## src/rtl/core/assert_macros.svh

```systemverilog
// Assertion macros shared by the splitter RTL.
`ifndef ASSERT_MACROS_SVH
`define ASSERT_MACROS_SVH
`ifndef NO_ASSERTIONS
// Property holds at every clock edge out of reset.
`define SFWS_ASSERT(name, clk, rstn, prop, msg) \
  name: assert property (@(posedge clk) disable iff (!rstn) prop) else $error(msg);
// Expression never true at a clock edge out of reset.
`define SFWS_ASSERT_NEVER(name, clk, rstn, expr, msg) \
  name: assert property (@(posedge clk) disable iff (!rstn) !(expr)) else $error(msg);
`else
`define SFWS_ASSERT(name, clk, rstn, prop, msg)
`define SFWS_ASSERT_NEVER(name, clk, rstn, expr, msg)
`endif
`endif

```

## src/rtl/core/sfws_pkg.sv

```systemverilog
// Types, character codes and helpers of the shell first word splitter.
package sfws_pkg;

  localparam int unsigned OffsetBitsDefault = 16;
  localparam int unsigned RestOffsetWidth   = 16;
  localparam int unsigned QueueDepth        = 4;

  // Character codes
  localparam logic [7:0] ChNul    = 8'h00;
  localparam logic [7:0] ChTab    = 8'h09;
  localparam logic [7:0] ChNl     = 8'h0A;
  localparam logic [7:0] ChSpace  = 8'h20;
  localparam logic [7:0] ChDq     = 8'h22;
  localparam logic [7:0] ChDollar = 8'h24;
  localparam logic [7:0] ChSq     = 8'h27;
  localparam logic [7:0] ChBs     = 8'h5C;
  localparam logic [7:0] ChBtick  = 8'h60;

  typedef enum logic [2:0] {
    PH_SKIP,
    PH_WORD,
    PH_SQ,
    PH_DQ,
    PH_DQ_BS,
    PH_BS,
    PH_TRAIL,
    PH_DONE
  } phase_e;

  typedef enum logic [1:0] {
    KIND_BYTE = 2'd0,
    KIND_REST = 2'd1,
    KIND_FAIL = 2'd2
  } kind_e;

  typedef struct packed {
    kind_e                      kind;
    logic [7:0]                 word_byte;
    logic [RestOffsetWidth-1:0] rest_offset;
    logic                       last;
  } result_t;

  // Up to two results from one byte, first one in r0
  typedef struct packed {
    logic [1:0] cnt;
    result_t    r0;
    result_t    r1;
  } res_pair_t;

  function automatic logic is_blank(logic [7:0] c);
    return (c == ChSpace) || (c == ChTab) || (c == ChNl);
  endfunction

  function automatic logic dq_escapable(logic [7:0] c);
    return (c == ChDq) || (c == ChBs) || (c == ChBtick) || (c == ChDollar) || (c == ChNl);
  endfunction

  function automatic result_t mk_res(kind_e k, logic [7:0] b,
                                     logic [RestOffsetWidth-1:0] off);
    result_t r;
    r.kind        = k;
    r.word_byte   = (k == KIND_BYTE) ? b : 8'h00;
    r.rest_offset = (k == KIND_REST) ? off : '0;
    r.last        = 1'b0;
    return r;
  endfunction

endpackage

```

## src/rtl/core/sfws_parse.sv

```systemverilog
// Quote/escape state machine: decodes one byte per step into up to two results.
`include "assert_macros.svh"
module sfws_parse #(
  parameter int unsigned OffsetBits = sfws_pkg::OffsetBitsDefault
) (
  input  logic                  clk_i,
  input  logic                  rst_ni,
  input  logic                  step_i,
  input  logic [7:0]            byte_i,
  output sfws_pkg::res_pair_t   res_o
);
  import sfws_pkg::*;

  phase_e                phase_q, phase_d;
  logic                  found_q, found_d;
  logic [OffsetBits-1:0] idx_q, idx_d;

  logic [31:0]                idx_ext;
  logic [RestOffsetWidth-1:0] off;
  res_pair_t                  res;

  // Rest offset clipped to the port width
  assign idx_ext = 32'(idx_q);
  assign off = (idx_ext > 32'(16'hFFFF)) ? 16'hFFFF : idx_ext[RestOffsetWidth-1:0];

  // Decode and next state
  always_comb begin
    phase_e ph;
    logic   wf;
    ph      = phase_q;
    wf      = found_q;
    res     = '0;
    if (ph == PH_SKIP) begin
      if (byte_i == ChNul) begin
        res.r0  = mk_res(KIND_FAIL, 8'h00, off);
        res.cnt = 2'd1;
      end else if (!is_blank(byte_i)) begin
        ph = PH_WORD;
      end
    end
    case (ph)
      PH_WORD: begin
        if (byte_i == ChNul) begin
          res.r0  = wf ? mk_res(KIND_REST, 8'h00, off) : mk_res(KIND_FAIL, 8'h00, off);
          res.cnt = 2'd1;
        end else if (is_blank(byte_i)) begin
          if (wf) begin
            ph = PH_TRAIL;
          end else begin
            // only escaped newlines so far: no word
            res.r0  = mk_res(KIND_FAIL, 8'h00, off);
            res.cnt = 2'd1;
            ph      = PH_DONE;
          end
        end else if (byte_i == ChSq) begin
          ph = PH_SQ;
          wf = 1'b1;
        end else if (byte_i == ChDq) begin
          ph = PH_DQ;
          wf = 1'b1;
        end else if (byte_i == ChBs) begin
          ph = PH_BS;
        end else begin
          res.r0  = mk_res(KIND_BYTE, byte_i, off);
          res.cnt = 2'd1;
          wf      = 1'b1;
        end
      end
      PH_BS: begin
        if (byte_i == ChNul) begin
          res.r0  = mk_res(KIND_FAIL, 8'h00, off);
          res.cnt = 2'd1;
        end else begin
          if (byte_i != ChNl) begin
            res.r0  = mk_res(KIND_BYTE, byte_i, off);
            res.cnt = 2'd1;
            wf      = 1'b1;
          end
          ph = PH_WORD;
        end
      end
      PH_SQ: begin
        if (byte_i == ChNul) begin
          res.r0  = mk_res(KIND_FAIL, 8'h00, off);
          res.cnt = 2'd1;
        end else if (byte_i == ChSq) begin
          ph = PH_WORD;
        end else begin
          res.r0  = mk_res(KIND_BYTE, byte_i, off);
          res.cnt = 2'd1;
        end
      end
      PH_DQ: begin
        if (byte_i == ChNul) begin
          res.r0  = mk_res(KIND_FAIL, 8'h00, off);
          res.cnt = 2'd1;
        end else if (byte_i == ChDq) begin
          ph = PH_WORD;
        end else if (byte_i == ChBs) begin
          ph = PH_DQ_BS;
        end else begin
          res.r0  = mk_res(KIND_BYTE, byte_i, off);
          res.cnt = 2'd1;
        end
      end
      PH_DQ_BS: begin
        if (byte_i == ChNul) begin
          // dangling backslash is still emitted before the failure
          res.r0  = mk_res(KIND_BYTE, ChBs, off);
          res.r1  = mk_res(KIND_FAIL, 8'h00, off);
          res.cnt = 2'd2;
        end else if (dq_escapable(byte_i)) begin
          if (byte_i != ChNl) begin
            res.r0  = mk_res(KIND_BYTE, byte_i, off);
            res.cnt = 2'd1;
          end
          ph = PH_DQ;
        end else begin
          res.r0  = mk_res(KIND_BYTE, ChBs, off);
          res.r1  = mk_res(KIND_BYTE, byte_i, off);
          res.cnt = 2'd2;
          ph      = PH_DQ;
        end
      end
      PH_TRAIL: begin
        if (!is_blank(byte_i)) begin
          res.r0  = mk_res(KIND_REST, 8'h00, off);
          res.cnt = 2'd1;
          ph      = PH_DONE;
        end
      end
      default: begin
      end
    endcase
    // mark the final result of this byte
    if (res.cnt == 2'd1) begin
      res.r0.last = 1'b1;
    end else if (res.cnt == 2'd2) begin
      res.r1.last = 1'b1;
    end

    phase_d = phase_q;
    found_d = found_q;
    idx_d   = idx_q;
    if (step_i) begin
      if (byte_i == ChNul) begin
        phase_d = PH_SKIP;
        found_d = 1'b0;
        idx_d   = '0;
      end else begin
        phase_d = ph;
        found_d = wf;
        if (idx_q != '1) begin
          idx_d = idx_q + OffsetBits'(1);
        end
      end
    end
  end

  assign res_o = res;

  // State registers
  always_ff @(posedge clk_i or negedge rst_ni) begin
    if (!rst_ni) begin
      phase_q <= PH_SKIP;
      found_q <= 1'b0;
      idx_q   <= '0;
    end else begin
      phase_q <= phase_d;
      found_q <= found_d;
      idx_q   <= idx_d;
    end
  end

  `SFWS_ASSERT(a_term_resets, clk_i, rst_ni, step_i && byte_i == ChNul |=> phase_q == PH_SKIP && idx_q == '0 && !found_q, "terminator did not reset parser")
  `SFWS_ASSERT(a_two_only_dqbs, clk_i, rst_ni, res.cnt == 2'd2 |-> phase_q == PH_DQ_BS, "two results outside escape in double quotes")
  `SFWS_ASSERT(a_done_quiet, clk_i, rst_ni, phase_q == PH_DONE && byte_i != ChNul |-> res.cnt == 2'd0, "result after rest point")

endmodule

```

## src/rtl/core/sfws_out_fifo.sv

```systemverilog
// Result queue: takes up to two results a cycle, hands out one.
`include "assert_macros.svh"
module sfws_out_fifo (
  input  logic                clk_i,
  input  logic                rst_ni,
  input  logic                push_i,
  input  sfws_pkg::res_pair_t push_data_i,
  output logic                space_o,
  output logic                valid_o,
  input  logic                ready_i,
  output sfws_pkg::result_t   data_o
);
  import sfws_pkg::*;

  localparam int unsigned PtrW = $clog2(QueueDepth);
  localparam int unsigned CntW = $clog2(QueueDepth + 1);

  result_t           mem_q [QueueDepth];
  logic [PtrW-1:0]   wr_q, wr_d, rd_q, rd_d;
  logic [CntW-1:0]   cnt_q, cnt_d;
  logic [1:0]        n_push;
  logic              pop;
  logic [PtrW-1:0]   wr_nxt;

  assign n_push  = push_i ? push_data_i.cnt : 2'd0;
  assign pop     = valid_o && ready_i;
  assign wr_nxt  = wr_q + PtrW'(1);
  assign valid_o = (cnt_q != '0);
  assign data_o  = mem_q[rd_q];
  // room for the worst case of two results
  assign space_o = (cnt_q <= CntW'(QueueDepth - 2));

  // Pointer and fill count
  always_comb begin
    wr_d  = wr_q + PtrW'(n_push);
    rd_d  = pop ? rd_q + PtrW'(1) : rd_q;
    cnt_d = cnt_q + CntW'(n_push) - CntW'(pop);
  end

  always_ff @(posedge clk_i or negedge rst_ni) begin
    if (!rst_ni) begin
      wr_q  <= '0;
      rd_q  <= '0;
      cnt_q <= '0;
    end else begin
      wr_q  <= wr_d;
      rd_q  <= rd_d;
      cnt_q <= cnt_d;
    end
  end

  // Storage
  always_ff @(posedge clk_i) begin
    if (n_push != 2'd0) begin
      mem_q[wr_q] <= push_data_i.r0;
    end
    if (n_push == 2'd2) begin
      mem_q[wr_nxt] <= push_data_i.r1;
    end
  end

  `SFWS_ASSERT_NEVER(a_cnt_ovf, clk_i, rst_ni, cnt_q > CntW'(QueueDepth), "result queue overflow")
  `SFWS_ASSERT_NEVER(a_push_full, clk_i, rst_ni, n_push != 2'd0 && !space_o, "push without room")

endmodule

```

## src/rtl/core/shell_first_word_splitter.sv

```systemverilog
// Top level of the shell first word splitter.
// Accepts one byte of command text per cycle (byte 0 ends the text) and returns
// the unquoted bytes of the first shell word (tuser 0), then either the rest
// offset (tuser 1) or a failure (tuser 2); tlast marks the final result of a
// byte. A byte goes through an input register and the quote/escape decoder
// into a four-entry result queue, so its first result is presented on the
// output once it has been written into the queue. The sustained rate is one
// byte per cycle; a byte that yields two results (a backslash inside double
// quotes before an ordinary character or the terminator) leaves the queue as
// two separate results, and input stalls while the queue
// holds more than two results. Bytes after the rest point or a failure give no
// results until the terminator, which returns the block to its reset state.
// The internal byte counter is OffsetBits wide and saturates; offsets above
// 65535 read as 65535.
module shell_first_word_splitter #(
  parameter int unsigned OffsetBits = sfws_pkg::OffsetBitsDefault
) (
  input  logic        clk_i,
  input  logic        rst_ni,
  input  logic        s_axis_tvalid_i,
  output logic        s_axis_tready_o,
  input  logic [7:0]  s_axis_tdata_i,   // [7:0] text_byte
  output logic        m_axis_tvalid_o,
  input  logic        m_axis_tready_i,
  output logic [23:0] m_axis_tdata_o,   // [7:0] word_byte, [23:8] rest_offset
  output logic [1:0]  m_axis_tuser_o,   // [1:0] kind
  output logic        m_axis_tlast_o
);
  import sfws_pkg::*;

  logic      in_valid_q;
  logic      in_valid_d;
  logic [7:0] in_byte_q;
  logic      space;
  logic      adv;
  res_pair_t res;
  result_t   head;

  // Input register
  assign adv             = in_valid_q && space;
  assign s_axis_tready_o = !in_valid_q || space;
  assign in_valid_d      = (s_axis_tvalid_i && s_axis_tready_o) || (in_valid_q && !adv);

  always_ff @(posedge clk_i or negedge rst_ni) begin
    if (!rst_ni) begin
      in_valid_q <= 1'b0;
    end else begin
      in_valid_q <= in_valid_d;
    end
  end

  always_ff @(posedge clk_i) begin
    if (s_axis_tvalid_i && s_axis_tready_o) begin
      in_byte_q <= s_axis_tdata_i;
    end
  end

  // Decoder
  sfws_parse #(
    .OffsetBits(OffsetBits)
  ) u_parse (
    .clk_i (clk_i),
    .rst_ni(rst_ni),
    .step_i(adv),
    .byte_i(in_byte_q),
    .res_o (res)
  );

  // Result queue
  sfws_out_fifo u_fifo (
    .clk_i      (clk_i),
    .rst_ni     (rst_ni),
    .push_i     (adv),
    .push_data_i(res),
    .space_o    (space),
    .valid_o    (m_axis_tvalid_o),
    .ready_i    (m_axis_tready_i),
    .data_o     (head)
  );

  assign m_axis_tdata_o = {head.rest_offset, head.word_byte};
  assign m_axis_tuser_o = head.kind;
  assign m_axis_tlast_o = head.last;

  `SFWS_ASSERT(a_in_hold, clk_i, rst_ni, in_valid_q && !space |=> in_valid_q && $stable(in_byte_q), "held input byte lost")

endmodule

```

## config.mk

```make
export PLATFORM = sky130hd
export DESIGN_NAME = shell_first_word_splitter
export DESIGN_NICKNAME = d
export VERILOG_FILES = /design/src/rtl/core/sfws_pkg.sv /design/src/rtl/core/sfws_parse.sv /design/src/rtl/core/sfws_out_fifo.sv /design/src/rtl/core/shell_first_word_splitter.sv
export VERILOG_INCLUDE_DIRS = /design/src /design/src/rtl/core
export SDC_FILE = /design/constraint.sdc
export NUM_CORES = 1
export LEC_CHECK = 0
export ABC_AREA = 1
export CORE_MARGIN = 2
export CORE_UTILIZATION = 35
export CTS_CLUSTER_SIZE = 24
export DETAILED_ROUTE_END_ITERATION = 8
export DONT_BUFFER_PORTS = 1
export HOLD_SLACK_MARGIN = 0.15
export PLACE_DENSITY = 0.45
export SKIP_CTS_REPAIR_TIMING = 1
export SLEW_MARGIN = 40
export SYNTH_ARGS = -nofsm -noshare
export SYNTH_HDL_FRONTEND = slang
export SYNTH_SLANG_ARGS = --single-unit
```

## constraint.sdc

```tcl
create_clock -name clk_i -period 7 [get_ports clk_i]
set_input_delay 1.4 -clock clk_i [delete_from_list [all_inputs] [get_ports clk_i]]
set_output_delay 1.4 -clock clk_i [all_outputs]
set_load 0.03 [all_outputs]
```

# [Word-level counts from Yosys, hierarchy flattened]
# Memories as Yosys holds them, arrays and structs flattened.
# Cells that the tools add are included.
[word_totals] ff_bits=36 ramBits=108 input_bits=12 word_cells=113 memories=1
[mem_list] name="u_fifo.mem_q" depth=4 width=27 rd=1 rd_clocked_by_memory_dff=0 wr=2 line_no="sfws_out_fifo.sv:18" rtl="result_t mem_q [QueueDepth];"
[op_classes] addsub=6 magnitude_cmp=2 eq_ne=22 muxes=52 reduce_logical=22
[op_table] cell="2-to-1 mux 29 bit" n=13
[op_table] cell="one-hot mux 29 bit (6 select lines)" n=1
[op_table] cell="2-to-1 mux 28 bit" n=2
[op_table] cell="2-to-1 mux 56 bit" n=1
[op_table] cell="2-to-1 mux 27 bit" n=2
[op_table] cell="2-to-1 mux 16 bit" n=3
[op_table] cell="2-to-1 mux 3 bit" n=12
[op_table] cell="== test 8 x 6 -> 1 bit (second input constant)" n=4
[op_table] cell="2-to-1 mux 25 bit" n=1
[op_table] cell="one-hot mux 3 bit (6 select lines)" n=1
[op_table] cell="adder 16 x 1 -> 16 bit (second input constant)" n=1
[op_table] cell="== test 8 x 4 -> 1 bit (second input constant)" n=2
[op_table] cell="== test 8 x 7 -> 1 bit (second input constant)" n=2
[op_table] cell="> comparator 16 bit (second input constant)" n=1
[op_table] cell="!= test 16 bit (second input constant)" n=1
[op_table] cell="2-to-1 mux 1 bit" n=14
[op_table] cell="== test 3 bit (second input constant)" n=3
[op_table] cell="logical NOT 8 bit" n=1
[op_table] cell="logical OR 1 bit" n=8
[op_table] cell="!= test 8 x 4 -> 1 bit (second input constant)" n=1
[op_table] cell="== test 3 x 2 -> 1 bit (second input constant)" n=2
[op_table] cell="nonzero test 3 bit" n=2
[op_table] cell="!= test 5 x 2 -> 1 bit (second input constant)" n=1
[op_table] cell="AND reduction 5 bit" n=1
[op_table] cell="other kinds (17)" n=24

# [Depth between registers and ports, before layout]
[logic_depth] depth_word=13 depth_mapped=18

# [By module]
# Synthesis repeated with hierarchy kept, for this count alone.
[hier_totals] cells_unflattened=1144 hier_area_um2=8912.3
[by_module_without_submodules] mod="sfws_out_fifo" n_inst=1 cells_per_inst=762 area_each_um2=6263.5
[by_module_without_submodules] mod="sfws_parse" n_inst=1 cells_per_inst=366 area_each_um2=2356.0
[by_module_without_submodules] mod="shell_first_word_splitter" n_inst=1 cells_per_inst=16 area_each_um2=292.8

# [Worst setup path after synthesis]
# Ideal clock, no wire load.
[synth_path] path_type="register to output" startpoint="reg u_fifo.rd_q[0]" endpoint="out m_axis_tuser_o[0]" arrival_time_ns=1.459 required_time_ns=5.600 setup_slack_ns=4.141 path_stages_with_launch=5 n_path_buf=2 path_cell_list="dfrtp_1 -> clkbuf_1 -> clkbuf_1 -> o21ai_0 -> o22ai_1"
[synth_between] elab_chain_len=1
[synth_lines] element="start: declaration" line_no="sfws_out_fifo.sv:19" rtl="logic [PtrW-1:0] wr_q, wr_d, rd_q, rd_d;"
[synth_lines] element="start signal: assignment" line_no="sfws_out_fifo.sv:47" rtl="rd_q <= rd_d;"
[synth_lines] element="memory (4 x 27 bit)"
[synth_lines] element="end: declaration" line_no="shell_first_word_splitter.sv:26" rtl="output logic [1:0] m_axis_tuser_o,"
# No other way between the ends.

# [Final worst setup path]
# Ends and elaborated chain as after synthesis.

==> out/metrics.cfg <==
[status]
status = complete, no violations

[finish]
antenna_cells = 0
layout.nets = 1008
syn_to_final_growth_pct = 9.27
drive_gt1_share_pct = 11.6

[hold_path]
worstHoldPathType = reg -> reg

[logic_synthesis]
synth_top_cell_by_area = edfxtp_1
synthCells = 1013
synth_seq_cells = 144
synth_top_area_share_pct = 18.4
yosys_warnings = 0
ys.flop_type = dfxtp_1
synth_nets = 1031
synthTopCellsByArea = edfxtp_1 18%, dfxtp_1 17%, nand2_1 10%, nand3_1 9.6%, dfrtp_1 8.9%
seq_area_frac_synth_pct = 44.7
ys_async_sr_fraction_pct = 19.4
synth_edf_count = 48
syn_area_sq_um = 7840
ys_types = 44
avgSynthCellArea_sq_um = 7.74

[clock_network]
cts_inserted_buffers = 17
cts_tree = yes
h-tree-depth = 4
cts_buffer_depth = 2
clock_sinks = 144
insertion_delay_ns = 0.43
root_buffer = clkbuf_16
clk_pin_slew_ns = 0.06

[power_and_ir_drop]
pwr-share-seq_pct = 31.2
clkPwrFrac_pct = 23.7
power_density_nw_per_um2 = 448
p_leak_nw = 3.58
intPower_mw = 1.91
ir_worst_vdd_uv = 259
swShare_pct = 50.2
p_switching_mw = 1.92
power.total_mw = 3.83
pwr-share-comb_pct = 45.1

[timing]
worst_pin_slew_ns = 0.783
slew-limit-headroom_pct = 47.7
holdWs_ns = 0.456
slew_violations = 0
skew_ns = 0.0100
setup_viol = 0
fmax_mhz = 232
setup_tns_ns = 0
fin_crit_ns = 4.30
hold_viol = 0
fin_crit_sh_pct = 61.5
rsz0062_at_grt = false

[floorplanning]
dieArea_sq_um = 23600
io_pins = 41
initial_utilization_pct = 35.8
core_area_sq_um = 21900
row_count = 54
dieHeight_um = 154
dieWidth_um = 154

[global_routing]
grt_pass1_wl_um = 38500
antenna_found_initial = 0
grt_max_degree = 85
track_usage_pct = 20.9
grt_pass1_vias = 6592
overflow = 0

[worst_setup_path]
worstPathCellList = clkinv_1 > buf_4 > o21ai_0 > o22ai_1
setup.worst_path.start_class = register
cp_slowest_cell = dfrtp_4
crit_path_max_fanout = 56
slowest_delay_ns = 0.83
end_kind = output port
critPathKind = reg -> out
cp.arrival_ns = 2.90
worst-endpoint-required_ns = 5.60

[drt]
antenna_left = 0
drt_iter0_drc = 531
routedWlPerCell_um = 18.7
wirelength_um = 24000
vias_per_cell = 5.28
num_vias = 6773
drcViolationCount = 0
dr.pass1.iters = 5

[placement]
gp_congestion = 0.855
hpwl_um = 15500
io_buffers = 0

[run]
maxCapViolCount = 0

[registers in the layout, summed over array words and instances, names as in the netlist]
name,count
u_fifo.wr_q,2
u_parse.phase_q,3
in_valid_q,1
u_fifo.cnt_q,3
in_byte_q,8
u_parse.found_q,1
u_fifo.rd_q,2
u_fifo.mem_q,108
u_parse.idx_q,16
[worst paths after layout]
| check | cells after the start | endpoint | from | slack [ns] |
|---|---|---|---|---|
| min in group asynchronous | 0 | u_parse.idx_q[2] | rst_ni | 0.67 |
| max in group asynchronous | 0 | u_fifo.rd_q[1] | rst_ni | 6.24 |
| min reg2reg | 2 | u_fifo.mem_q[2][9] | u_fifo.mem_q[2][9] | 0.46 |
| max | 4 | m_axis_tuser_o[0] | u_fifo.rd_q[0] | 2.70 |
| max reg2reg | 13 | u_fifo.mem_q[1][17] | in_byte_q[5] | 3.28 |
| min | 2 | u_fifo.mem_q[2][9] | u_fifo.mem_q[2][9] | 0.46 |
[metrics by stage]
| step | worst slack (ns) | std cells | cell area, sq um | utilization, % |
|---|---|---|---|---|
| 2_1_floorplan | 4.14 | 1013 | 7840 | - |
| 3_3_place_gp | 2.75 | 1251 | 7960 | 36.4 |
| 3_5_place_dp | 3.14 | 1251 | 7980 | 36.4 |
| 4_1_cts | 2.67 | 1283 | 8560 | 39.1 |
| 5_1_grt | 2.45 | 1283 | 8570 | 39.1 |
| 6_report | 2.70 | 1283 | 8570 | 39.1 |
[power groups by stage]
| stage | Combinational [mW] | Clock, mW | Sequential [mW] |
|---|---|---|---|
| after global placement | 1.73 | 0 | 1.21 |
| after floorplan | 1.45 | 0 | 1.10 |
| after CTS | 1.73 | 0.925 | 1.20 |
| after detailed placement | 1.73 | 0 | 1.21 |
| after global routing | 1.90 | 0.966 | 1.22 |
| final | 1.73 | 0.907 | 1.20 |
[cells in the mapped netlist (all sizes together) (2+ instances only)]
cell / instances
a211oi: 3
nor4: 2
o31ai: 2
clkbuf: 25
xnor2: 2
dfxtp: 68
buf: 24
dfrtp: 28
nand3: 172
edfxtp: 48
o21ai: 93
nand4: 5
a21oi: 17
o221ai: 3
o211ai: 4
o22ai: 28
o2111ai: 3
inv: 83
ha: 5
nor2: 148
a31oi: 4
xor2: 5
nand2: 222
nor3: 13
[critical path, delay by kind of cell, from the launching register on]
kind            cells  cell delay [ns]
flops               1             0.83
buf+inv             2             1.12
compound gates      2             0.47
[cells by family (layout without fill, tap and decap cells)]
group | after synthesis | count (layout) | share of synthesized area [%]
buf+inv | 133 | 123 | 7.61
xor+xnor | 7 | 7 | 0.782
simple gates | 562 | 562 | 34.3
fa+ha+maj | 6 | 6 | 1.05
flops | 144 | 144 | 44.7
compound gates | 161 | 161 | 11.5
[final cells by class]
type	count	area (sq um)
multi-input combinational	736	3760
fill	2336	13300
tap	280	350
timing repair buffer	7	52.6
sequential	144	3510
clock buffer	18	450
clock inverter	14	130
inverter	84	315
[layer usage]
layer / up-vias / GRT usage (%) / wire length (um)
met5: - / 0 / 0
met4: 0 / 4.63 / 217
met3: 15 / 3.97 / 1190
met2: 186 / 32.7 / 10800
met1: 3192 / 30.0 / 11800
li1: 3380 / - / -
[cell usage in the layout (no fill, tap or decap), types with 2 or more instances in the layout]
cell         n
buf_4        7
nand2_2      8
dfxtp_1     68
nor2_1     119
o2111ai_1    3
clkinv_2     2
xor2_1       5
clkinv_4     3
a31oi_1      4
o22ai_1     27
inv_6        4
dfrtp_1     26
a21oi_1     17
edfxtp_1    48
nor4_1       2
nor3_2       2
ha_1         5
o21ai_1      3
nor2_2      14
nand3_2     21
o221ai_1     3
xnor2_1      2
nand4_1      4
nand2_1    210
a211oi_1     3
o31ai_1      2
nand3_1    151
inv_2       10
o21ai_0     90
clkbuf_16   18
o211ai_1     4
nand2_8      3
inv_1       74
nor2_4      15
nor3_1      11
No activity file was read; power rests on OpenSTA's default activity.
